File: config.mk
export PLATFORM = sky130hd
export DESIGN_NAME = modular_arithmetic_unit
export DESIGN_NICKNAME = d
export VERILOG_FILES = /design/src/rtl/core/mau_pkg.sv /design/src/rtl/core/mau_mulmod.sv /design/src/rtl/core/modular_arithmetic_unit.sv
export SDC_FILE = /design/constraint.sdc
export NUM_CORES = 2
export LEC_CHECK = 0
export ABC_AREA = 1
export BUFFER_PORTS_ARGS = -buffer_cell sky130_fd_sc_hd__buf_2
export CORE_ASPECT_RATIO = 1.75
export CORE_MARGIN = 1.5
export CORE_UTILIZATION = 35
export DETAILED_ROUTE_END_ITERATION = 8
export GPL_ROUTABILITY_DRIVEN = 1
export PLACE_DENSITY = 0.61
export SYNTH_ARGS = -nofsm -noshare
export SYNTH_HDL_FRONTEND = slang
export SYNTH_HIERARCHICAL = 1
export SYNTH_SLANG_ARGS = --single-unit
File: constraint.sdc
create_clock -name clk -period 9.2 [get_ports clk]
set_input_delay 1.84 -clock clk [delete_from_list [all_inputs] [get_ports clk]]
set_output_delay 1.84 -clock clk [all_outputs]
set_load 0.02 [all_outputs]
File: src/rtl/core/mau_pkg.sv
// Shared constants and types of the modular arithmetic unit.
package mau_pkg;

    localparam int VALUE_WIDTH_DEF = 32;
    localparam int EXP_WIDTH_DEF   = 63;

    localparam logic [31:0] MODULUS_RESET = 32'd1000000007;

    typedef enum logic [2:0] {
        CMD_ADD = 3'd0,
        CMD_SUB = 3'd1,
        CMD_NEG = 3'd2,
        CMD_MUL = 3'd3,
        CMD_DIV = 3'd4,
        CMD_POW = 3'd5,
        CMD_INV = 3'd6,
        CMD_EQU = 3'd7
    } cmd_t;

    typedef enum logic [8:0] {
        S_IDLE     = 9'b000000001,
        S_RED_A    = 9'b000000010,
        S_RED_B    = 9'b000000100,
        S_DISPATCH = 9'b000001000,
        S_POW_LOOP = 9'b000010000,
        S_POW_MUL  = 9'b000100000,
        S_POW_SQR  = 9'b001000000,
        S_MUL      = 9'b010000000,
        S_DONE     = 9'b100000000
    } state_t;

endpackage

File: src/rtl/core/mau_mulmod.sv
// Bit-serial modular multiplier: one multiplier bit per cycle, most significant first.
module mau_mulmod
    import mau_pkg::*;
#(
    parameter int VALUE_WIDTH = VALUE_WIDTH_DEF
)
(
    input  logic                   clk,
    input  logic                   rst_n,
    input  logic                   start,
    input  logic [VALUE_WIDTH-1:0] x,
    input  logic [VALUE_WIDTH-1:0] y,
    input  logic [VALUE_WIDTH-1:0] m,
    output logic                   done,
    output logic [VALUE_WIDTH-1:0] product
);

    localparam int CW = $clog2(VALUE_WIDTH + 1);

    logic                   busy_reg, busy_next;
    logic                   done_reg, done_next;
    logic [CW-1:0]          cnt_reg, cnt_next;
    logic [VALUE_WIDTH-1:0] x_reg, x_next;
    logic [VALUE_WIDTH-1:0] acc_reg, acc_next;

    logic [VALUE_WIDTH:0]   dbl;
    logic [VALUE_WIDTH:0]   dbl_red;
    logic [VALUE_WIDTH:0]   sum;
    logic [VALUE_WIDTH:0]   sum_red;
    logic [VALUE_WIDTH:0]   m_ext;

    assign m_ext   = {1'b0, m};
    assign dbl     = {acc_reg, 1'b0};
    assign dbl_red = (dbl >= m_ext) ? dbl - m_ext : dbl;
    assign sum     = dbl_red + (x_reg[VALUE_WIDTH-1] ? {1'b0, y} : '0);
    assign sum_red = (sum >= m_ext) ? sum - m_ext : sum;

    always_comb
    begin
        busy_next = busy_reg;
        done_next = 1'b0;
        cnt_next  = cnt_reg;
        x_next    = x_reg;
        acc_next  = acc_reg;
        if (start)
        begin
            busy_next = 1'b1;
            cnt_next  = CW'(VALUE_WIDTH);
            x_next    = x;
            acc_next  = '0;
        end
        else if (busy_reg)
        begin
            acc_next = sum_red[VALUE_WIDTH-1:0];
            x_next   = {x_reg[VALUE_WIDTH-2:0], 1'b0};
            cnt_next = cnt_reg - CW'(1);
            if (cnt_reg == CW'(1))
            begin
                busy_next = 1'b0;
                done_next = 1'b1;
            end
        end
    end

    always_ff @(posedge clk or negedge rst_n)
    begin
        if (!rst_n)
        begin
            busy_reg <= 1'b0;
            done_reg <= 1'b0;
            cnt_reg  <= '0;
        end
        else
        begin
            busy_reg <= busy_next;
            done_reg <= done_next;
            cnt_reg  <= cnt_next;
        end
    end

    always_ff @(posedge clk)
    begin
        x_reg   <= x_next;
        acc_reg <= acc_next;
    end

    assign done    = done_reg;
    assign product = acc_reg;

endmodule

File: src/rtl/core/modular_arithmetic_unit.sv
// Top level of the modular arithmetic unit: item sequencer, operand registers and output register.
// One item is worked on at a time; every multiplication, and the reduction of each raw operand,
// runs through a single bit-serial modular multiplier. Add, subtract, negate and equality are
// computed directly from the reduced operands; multiply runs the multiplier once more. Power
// takes up to 2 * EXP_WIDTH + 2 multiplications; inverse and divide raise to modulus minus two
// and so take up to 2 * VALUE_WIDTH + 3 multiplications. A modulus below two skips the
// multiplier and answers zero, or one for equality. A new beat is taken while an earlier result
// still waits at the output.
module modular_arithmetic_unit
    import mau_pkg::*;
#(
    parameter int VALUE_WIDTH = VALUE_WIDTH_DEF,
    parameter int EXP_WIDTH   = EXP_WIDTH_DEF
)
(
    input  logic                   clk,
    input  logic                   rst_n,
    input  logic                   cfg_valid,
    output logic                   cfg_ready,
    input  logic [VALUE_WIDTH-1:0] cfg_data,
    input  logic                   in_valid,
    output logic                   in_stall,
    input  logic [2:0]             command,
    input  logic [VALUE_WIDTH-1:0] operand_a,
    input  logic [VALUE_WIDTH-1:0] operand_b,
    input  logic [EXP_WIDTH-1:0]   exponent,
    output logic                   out_valid,
    input  logic                   out_stall,
    output logic [VALUE_WIDTH-1:0] result
);

    localparam int XW = (EXP_WIDTH > VALUE_WIDTH) ? EXP_WIDTH : VALUE_WIDTH;

    state_t                 state_reg, state_next;
    logic                   out_valid_reg, out_valid_next;
    logic                   mm_start_reg, mm_start_next;
    logic [VALUE_WIDTH-1:0] modulus_reg, modulus_next;

    cmd_t                   cmd_reg, cmd_next;
    logic [VALUE_WIDTH-1:0] a_reg, a_next;
    logic [VALUE_WIDTH-1:0] b_reg, b_next;
    logic [XW-1:0]          exp_reg, exp_next;
    logic [VALUE_WIDTH-1:0] acc_reg, acc_next;
    logic [VALUE_WIDTH-1:0] base_reg, base_next;
    logic [VALUE_WIDTH-1:0] res_reg, res_next;
    logic [VALUE_WIDTH-1:0] mm_x_reg, mm_x_next;
    logic [VALUE_WIDTH-1:0] mm_y_reg, mm_y_next;

    logic                   mm_done;
    logic [VALUE_WIDTH-1:0] mm_product;

    logic [VALUE_WIDTH-1:0] one_val;
    logic [VALUE_WIDTH:0]   m_ext;
    logic [VALUE_WIDTH:0]   sum_ab;
    logic [VALUE_WIDTH-1:0] add_res;
    logic [VALUE_WIDTH-1:0] sub_res;
    logic [VALUE_WIDTH-1:0] neg_res;
    logic [VALUE_WIDTH-1:0] m_minus_two;
    logic                   out_free;

    assign one_val     = VALUE_WIDTH'(1);
    assign m_ext       = {1'b0, modulus_reg};
    assign sum_ab      = {1'b0, a_reg} + {1'b0, b_reg};
    assign add_res     = (sum_ab >= m_ext) ? VALUE_WIDTH'(sum_ab - m_ext)
                                           : VALUE_WIDTH'(sum_ab);
    assign sub_res     = (a_reg >= b_reg) ? a_reg - b_reg
                       : VALUE_WIDTH'({1'b0, a_reg} + m_ext - {1'b0, b_reg});
    assign neg_res     = (a_reg != '0) ? modulus_reg - a_reg : '0;
    assign m_minus_two = modulus_reg - VALUE_WIDTH'(2);
    assign out_free    = !out_valid_reg || !out_stall;

    mau_mulmod #(
        .VALUE_WIDTH (VALUE_WIDTH)
    ) u_mulmod (
        .clk     (clk),
        .rst_n   (rst_n),
        .start   (mm_start_reg),
        .x       (mm_x_reg),
        .y       (mm_y_reg),
        .m       (modulus_reg),
        .done    (mm_done),
        .product (mm_product)
    );

    always_comb
    begin
        state_next     = state_reg;
        out_valid_next = out_valid_reg && out_stall;
        mm_start_next  = 1'b0;
        modulus_next   = modulus_reg;
        cmd_next       = cmd_reg;
        a_next         = a_reg;
        b_next         = b_reg;
        exp_next       = exp_reg;
        acc_next       = acc_reg;
        base_next      = base_reg;
        res_next       = res_reg;
        mm_x_next      = mm_x_reg;
        mm_y_next      = mm_y_reg;

        if (cfg_valid)
        begin
            modulus_next = cfg_data;
        end

        case (state_reg)
            S_IDLE:
            begin
                if (in_valid)
                begin
                    cmd_next = cmd_t'(command);
                    a_next   = operand_a;
                    b_next   = operand_b;
                    exp_next = XW'(exponent);
                    if (modulus_reg < VALUE_WIDTH'(2))
                    begin
                        acc_next   = (cmd_t'(command) == CMD_EQU) ? one_val : '0;
                        state_next = S_DONE;
                    end
                    else
                    begin
                        mm_x_next     = operand_a;
                        mm_y_next     = one_val;
                        mm_start_next = 1'b1;
                        state_next    = S_RED_A;
                    end
                end
            end
            S_RED_A:
            begin
                if (mm_done)
                begin
                    a_next        = mm_product;
                    mm_x_next     = b_reg;
                    mm_y_next     = one_val;
                    mm_start_next = 1'b1;
                    state_next    = S_RED_B;
                end
            end
            S_RED_B:
            begin
                if (mm_done)
                begin
                    b_next     = mm_product;
                    state_next = S_DISPATCH;
                end
            end
            S_DISPATCH:
            begin
                state_next = S_DONE;
                case (cmd_reg)
                    CMD_ADD: acc_next = add_res;
                    CMD_SUB: acc_next = sub_res;
                    CMD_NEG: acc_next = neg_res;
                    CMD_EQU: acc_next = (a_reg == b_reg) ? one_val : '0;
                    CMD_MUL:
                    begin
                        mm_x_next     = a_reg;
                        mm_y_next     = b_reg;
                        mm_start_next = 1'b1;
                        state_next    = S_MUL;
                    end
                    CMD_POW:
                    begin
                        base_next  = a_reg;
                        acc_next   = one_val;
                        state_next = S_POW_LOOP;
                    end
                    CMD_INV:
                    begin
                        if (a_reg == '0)
                        begin
                            acc_next = '0;
                        end
                        else
                        begin
                            base_next  = a_reg;
                            exp_next   = XW'(m_minus_two);
                            acc_next   = one_val;
                            state_next = S_POW_LOOP;
                        end
                    end
                    CMD_DIV:
                    begin
                        if (b_reg == '0)
                        begin
                            acc_next = '0;
                        end
                        else
                        begin
                            base_next  = b_reg;
                            exp_next   = XW'(m_minus_two);
                            acc_next   = one_val;
                            state_next = S_POW_LOOP;
                        end
                    end
                    default: acc_next = '0;
                endcase
            end
            S_POW_LOOP:
            begin
                if (exp_reg == '0)
                begin
                    if (cmd_reg == CMD_DIV)
                    begin
                        mm_x_next     = a_reg;
                        mm_y_next     = acc_reg;
                        mm_start_next = 1'b1;
                        state_next    = S_MUL;
                    end
                    else
                    begin
                        state_next = S_DONE;
                    end
                end
                else if (exp_reg[0])
                begin
                    mm_x_next     = acc_reg;
                    mm_y_next     = base_reg;
                    mm_start_next = 1'b1;
                    state_next    = S_POW_MUL;
                end
                else
                begin
                    mm_x_next     = base_reg;
                    mm_y_next     = base_reg;
                    mm_start_next = 1'b1;
                    state_next    = S_POW_SQR;
                end
            end
            S_POW_MUL:
            begin
                if (mm_done)
                begin
                    acc_next = mm_product;
                    if (exp_reg[XW-1:1] == '0)
                    begin
                        exp_next   = '0;
                        state_next = S_POW_LOOP;
                    end
                    else
                    begin
                        mm_x_next     = base_reg;
                        mm_y_next     = base_reg;
                        mm_start_next = 1'b1;
                        state_next    = S_POW_SQR;
                    end
                end
            end
            S_POW_SQR:
            begin
                if (mm_done)
                begin
                    base_next  = mm_product;
                    exp_next   = exp_reg >> 1;
                    state_next = S_POW_LOOP;
                end
            end
            S_MUL:
            begin
                if (mm_done)
                begin
                    acc_next   = mm_product;
                    state_next = S_DONE;
                end
            end
            S_DONE:
            begin
                if (out_free)
                begin
                    res_next       = acc_reg;
                    out_valid_next = 1'b1;
                    state_next     = S_IDLE;
                end
            end
            default:
            begin
                state_next = S_IDLE;
            end
        endcase
    end

    always_ff @(posedge clk or negedge rst_n)
    begin
        if (!rst_n)
        begin
            state_reg     <= S_IDLE;
            out_valid_reg <= 1'b0;
            mm_start_reg  <= 1'b0;
            modulus_reg   <= VALUE_WIDTH'(MODULUS_RESET);
        end
        else
        begin
            state_reg     <= state_next;
            out_valid_reg <= out_valid_next;
            mm_start_reg  <= mm_start_next;
            modulus_reg   <= modulus_next;
        end
    end

    always_ff @(posedge clk)
    begin
        cmd_reg  <= cmd_next;
        a_reg    <= a_next;
        b_reg    <= b_next;
        exp_reg  <= exp_next;
        acc_reg  <= acc_next;
        base_reg <= base_next;
        res_reg  <= res_next;
        mm_x_reg <= mm_x_next;
        mm_y_reg <= mm_y_next;
    end

    assign cfg_ready = 1'b1;
    assign in_stall  = (state_reg != S_IDLE);
    assign out_valid = out_valid_reg;
    assign result    = res_reg;

endmodule

== Word-level counts from Yosys, hierarchy flattened ==
Cells that the tools add are included.

* Memories: 0
* Latch bits: 0
* Register bits: 405
* Word-level logic and storage cells: 185
* Bits in read-only memories: 0
* Bits in writable memories: 0

* Multiply operators: 0
* Eq/ne operators: 39
* Add/sub/neg operators: 11
* Shift-type cells: 0
* Div/mod/pow operators: 0
* Muxes and demuxes: 85
* Reductions and logical operators: 27
* Bitwise gates (word level): 0
* $lt $le $gt $ge: 5

{| class="wikitable"
|+ Operators with widths
! operator !! number
|-
| 32-bit 2-to-1 mux || 29
|-
| 63-bit 2-to-1 mux || 6
|-
| 32-bit one-hot mux with 5 select lines || 2
|-
| 63-bit one-hot mux with 4 select lines || 1
|-
| 32-bit one-hot mux with 7 select lines || 1
|-
| 32-bit one-hot mux with 2 select lines || 3
|-
| 32-bit one-hot mux with 3 select lines || 2
|-
| 32-bit subtractor || 5
|-
| 63-bit one-hot mux with 2 select lines || 1
|-
| 9-bit 2-to-1 mux || 12
|-
| 33-bit by 32-bit greater-or-equal comparator with 1-bit output || 3
|-
| 9-bit one-hot mux with 9 select lines || 1
|-
| 32-bit logical NOT || 2
|-
| 63-bit logical NOT || 1
|-
| 62-bit logical NOT || 1
|-
| 9-bit one-hot mux with 4 select lines || 1
|-
| 32-bit by 32-bit adder with 33-bit output || 1
|-
| 33-bit by 32-bit adder with 33-bit output || 1
|-
| 33-bit 2-to-1 mux || 1
|-
| 33-bit by 32-bit subtractor with 33-bit output || 1
|-
| 32-bit adder || 1
|-
| 32-bit equality test || 1
|-
| 32-bit greater-or-equal comparator || 1
|-
| 32-bit by 2-bit less-than comparator with 1-bit output, second input constant || 1
|-
| 41 further kinds || 88
|}

== Longest topological paths before layout ==
* Depth in word-level cells: 5
* Mapped depth: 42
* Depth with buffers taken out: 42

== Cells and area by module ==
Netlist, hierarchy kept.

{| class="wikitable"
|+ By module, submodules not included
! module !! times used !! cells an instance !! area an instance (um2)
|-
| modular_arithmetic_unit || 1 || 4810 || 31411.4
|-
| mau_mulmod || 1 || 1653 || 9799.4
|}

== Least setup slack after synthesis ==
Ideal clock, no wire load.

* Path type: in2reg
* From: input in_valid
* To: register mm_x_reg[0] (enable)
* Cell stages on the path: 8
* Slack: 3629 ps
* Required time: 8713 ps
* Arrival time: 5084 ps
* Path through: inv_1 > nand2_1 > o21ai_1 > inv_1 > o21ai_1 > a21oi_1 > o221ai_1 > nor2_1

* Cells in the longest elaborated chain, start to end: 2

{| class="wikitable"
|+ Ends and longest elaborated chain
! what !! line !! source
|-
| start, declared || modular_arithmetic_unit.sv:21 || <nowiki>input logic in_valid,</nowiki>
|-
| 2-bit != test (no line) || n/a ||
|-
| 8-bit AND reduction (no line) || n/a ||
|-
| end signal, assigned || modular_arithmetic_unit.sv:310 || <nowiki>mm_x_reg <= mm_x_next;</nowiki>
|-
| end, declared || modular_arithmetic_unit.sv:46 || <nowiki>logic [VALUE_WIDTH-1:0] mm_x_reg, mm_x_next;</nowiki>
|}

Every way passes these cells.
A chain may end at the register's enable or synchronous reset.

== Worst setup path in the final report ==
* From: register modulus_reg[25]
* To: register u_mulmod.acc_reg[3] (netlist: u_mulmod/product[3])

* Cells in the longest elaborated chain, start to end: 5

{| class="wikitable"
|+ Ends and longest elaborated chain
! what !! line !! source
|-
| start, declared || modular_arithmetic_unit.sv:37 || <nowiki>logic [VALUE_WIDTH-1:0] modulus_reg, modulus_next;</nowiki>
|-
| start signal, assigned || modular_arithmetic_unit.sv:290 || <nowiki>modulus_reg <= VALUE_WIDTH'(MODULUS_RESET);</nowiki>
|-
| start signal, assigned || modular_arithmetic_unit.sv:297 || <nowiki>modulus_reg <= modulus_next;</nowiki>
|-
| 33-bit by 32-bit subtractor with 33-bit output / 33-bit by 32-bit greater-or-equal comparator with 1-bit output (equally long branches) || mau_mulmod.sv:34 || <nowiki>assign dbl_red = (dbl >= m_ext) ? dbl - m_ext : dbl;</nowiki>
|-
| 33-bit 2-to-1 mux || mau_mulmod.sv:34 ||
|-
| 33-bit by 32-bit adder with 33-bit output || mau_mulmod.sv:35 || <nowiki>assign sum = dbl_red + (x_reg[VALUE_WIDTH-1] ? {1'b0, y} : '0);</nowiki>
|-
| 33-bit by 32-bit greater-or-equal comparator with 1-bit output / 32-bit subtractor (equally long branches) || mau_mulmod.sv:36 || <nowiki>assign sum_red = (sum >= m_ext) ? sum - m_ext : sum;</nowiki>
|-
| 32-bit 2-to-1 mux (*) || mau_mulmod.sv:36 ||
|-
| end signal, assigned || mau_mulmod.sv:84 || <nowiki>acc_reg <= acc_next;</nowiki>
|-
| end, declared || mau_mulmod.sv:24 || <nowiki>logic [VALUE_WIDTH-1:0] acc_reg, acc_next;</nowiki>
|}

Mark *: on every way between the ends. The rest lies on a longest branch, timed or not.

==> results.json <==
{
  "outcome": "completed",
  "ys_seq_area_share_pct": 28.2,
  "period_minus_slack_ns": 8.67,
  "hp-class": "flop to flop",
  "synth_cell_types": 60,
  "dpl.hpwl_um": 212000,
  "layout_commonest_cell": "nand2_1",
  "drive_gt1_share_pct": 7.23,
  "critPathArrivalTime_ns": 9.21,
  "drc_errors": 0,
  "syn-cell-area_um2": 41200,
  "die_area_um2": 120000,
  "crit_slowest_cell": "xor2_1",
  "cp-startpoint": "modulus_reg[25]",
  "final_hold_viol_count": 0,
  "finalSetupViolCount": 0,
  "fin_nets": 7095,
  "max_freq_mhz": 115,
  "ctsHoldBuffers": 0,
  "yosysWarnings": 6,
  "fin_tns_setup_ns": 0,
  "wl_per_cell_um": 31.6,
  "skew_ns": 0.0812,
  "grt_max_degree": 70,
  "start_util_pct": 35.2,
  "place_inst": 8098,
  "synthArstFlopShare_pct": 12.6,
  "pin_count": 202,
  "via_count": 46600,
  "min_from": "u_mulmod/x_reg[9]",
  "post-cts-setup-buffer-count": 0,
  "via_per_inst": 5.69,
  "h-tree-depth": 2,
  "syn_nets": 6925,
  "layout_common_cells": "nand2_1, inv_1, nor2_1",
  "cts_buffers": 45,
  "cts.path.max_buffers": 3,
  "cp_slowest_stage_delay_ns": 0.77,
  "netlist_instances": 6463,
  "core_um2": 117000,
  "cts_root_buf": "clkbuf_16",
  "routed_wl_um": 259000,
  "die_w_um": 262,
  "fin_cells": 8199,
  "startpoint_type": "flop",
  "grt_pass1_wl_um": 355000,
  "globalplace.congestion": 1.09,
  "largest_reg_flops": 63,
  "ys_ff_latch": 405,
  "ctsResizeCount": 0,
  "die_y_um": 457,
  "postSynthAreaPerCell_um2": 6.38,
  "grt_antenna_before_repair": 30,
  "slew_headroom_pct": 10.7,
  "period_share_pct": 94.2,
  "gr-total-overflow": 0,
  "clk_pin_slew_ns": 0.07,
  "worstMarginPinSlew_ns": 1.33,
  "clock_sinks": 405,
  "worst_slack_ns": 0.534,
  "placed_cell_area_um2": 44100,
  "portBuffers": 200,
  "grtUsageTotal_pct": 42.7,
  "dpl_worst_slack_ns": 0.804,
  "synth_edf_count": 322,
  "first_iter_violations": 5053,
  "r2r_slack_ns": 0.53,
  "rows": 166,
  "maxCapViolCount": 0,
  "cts_tree": "built",
  "n_fill_cell": 12900,
  "synth-main-ff-cell": "edfxtp_1",
  "cp_max_fo": 26,
  "syn_to_final_growth_pct": 11.0,
  "design_area_um2": 45800,
  "cp.required_ns": 9.75,
  "crit_type": "flop to flop",
  "postRouteAntennaNets": 0,
  "crit_top_cell": "nand2_1",
  "dr.pass1.iters": 7,
  "rsz0062_at_grt": "no",
  "timing.rr.start": "modulus_reg[25]",
  "clk_latency_ns": 0.69,
  "regArea_um2": 11600,
  "grt_pass1_vias": 45700,
  "end_kind": "flop",
  "finalMaxSlewViolations": 0,
  "multi_input_area_um2": 24500
}
==> worst max-delay path: cells and delay by family, from the launching register on <==
kind,cells,cell delay [ns]
and+or+nand+nor,19,3.84
DFF,1,0.61
buffers and inverters,4,0.96
xor gates and xnor gates,1,0.77
adders and majority gates,4,1.56
AOI/OAI and AO/OA,4,0.79
==> path summary, 6_finish.rpt <==
kind                                       end  cells past startpoint
max                        u_mulmod/product[3]                     32
min                         u_mulmod/x_reg[10]                      2
max reg2reg                u_mulmod/product[3]                     32
min reg2reg                 u_mulmod/x_reg[10]                      2
max in group asynchronous      modulus_reg[30]                      2
min in group asynchronous       modulus_reg[3]                      1
==> synthesized netlist by cell type, drive strengths merged, types with 72 or more instances <==
cell type  instances  share of area (%)
nand2           2192                 20
inv             1176                 11
nor2             513                4.8
nand3            477                5.9
edfxtp           322                 23
o21ai            316                3.8
ha               257                7.8
a21oi            240                3.0
nand4            118                1.8
clkbuf           102               0.94
xor2              81                1.7
buf               72                1.0
==> per-stage QoR <==
| stage | hold WS, ns | utilization, % |
|---|---|---|
| 6_report | 0.508 | 39.1 |
| 3_5_place_dp | 0.482 | 37.8 |
| 3_3_place_gp | 0.484 | 37.8 |
| 2_1_floorplan | 0.426 | - |
| 5_1_grt | 0.513 | 39.1 |
| 4_1_cts | 0.496 | 39.1 |
==> area by class of cell <==
class	instances	share of cell area, %
antenna	18	0.0984
clock buffer	56	2.62
clock inverter	27	0.807
inverter	1179	9.67
multi-input combinational	4705	53.5
sequential	405	25.4
tap	1512	4.13
timing repair buffer	297	3.81
==> metal layers <==
layer / up-vias / wire length (um) / track usage, %
met2: 2690 / 123000 / 72.4
met3: 1023 / 18300 / 7.93
met1: 21800 / 80200 / 40.4
li1: 21100 / - / -
met4: 10 / 37800 / 51.1
met5: - / 76 / 0
==> logic make-up (layout without fill, tap and decap cells) <==
| group | count (synthesis) | in the layout | share of synthesized area, % |
|---|---|---|---|
| simple gates | 3437 | 3437 | 34.7 |
| fa+ha+maj | 295 | 295 | 9.65 |
| buf+inv | 1353 | 1559 | 12.7 |
| other cells | 1 | 19 | 0.00910 |
| compound gates | 834 | 834 | 11.9 |
| xor+xnor | 138 | 138 | 2.93 |
| flops | 405 | 405 | 28.2 |
Power is not shown: default switching activity piles up to over one toggle a cycle in this logic, so the estimate is an artifact.
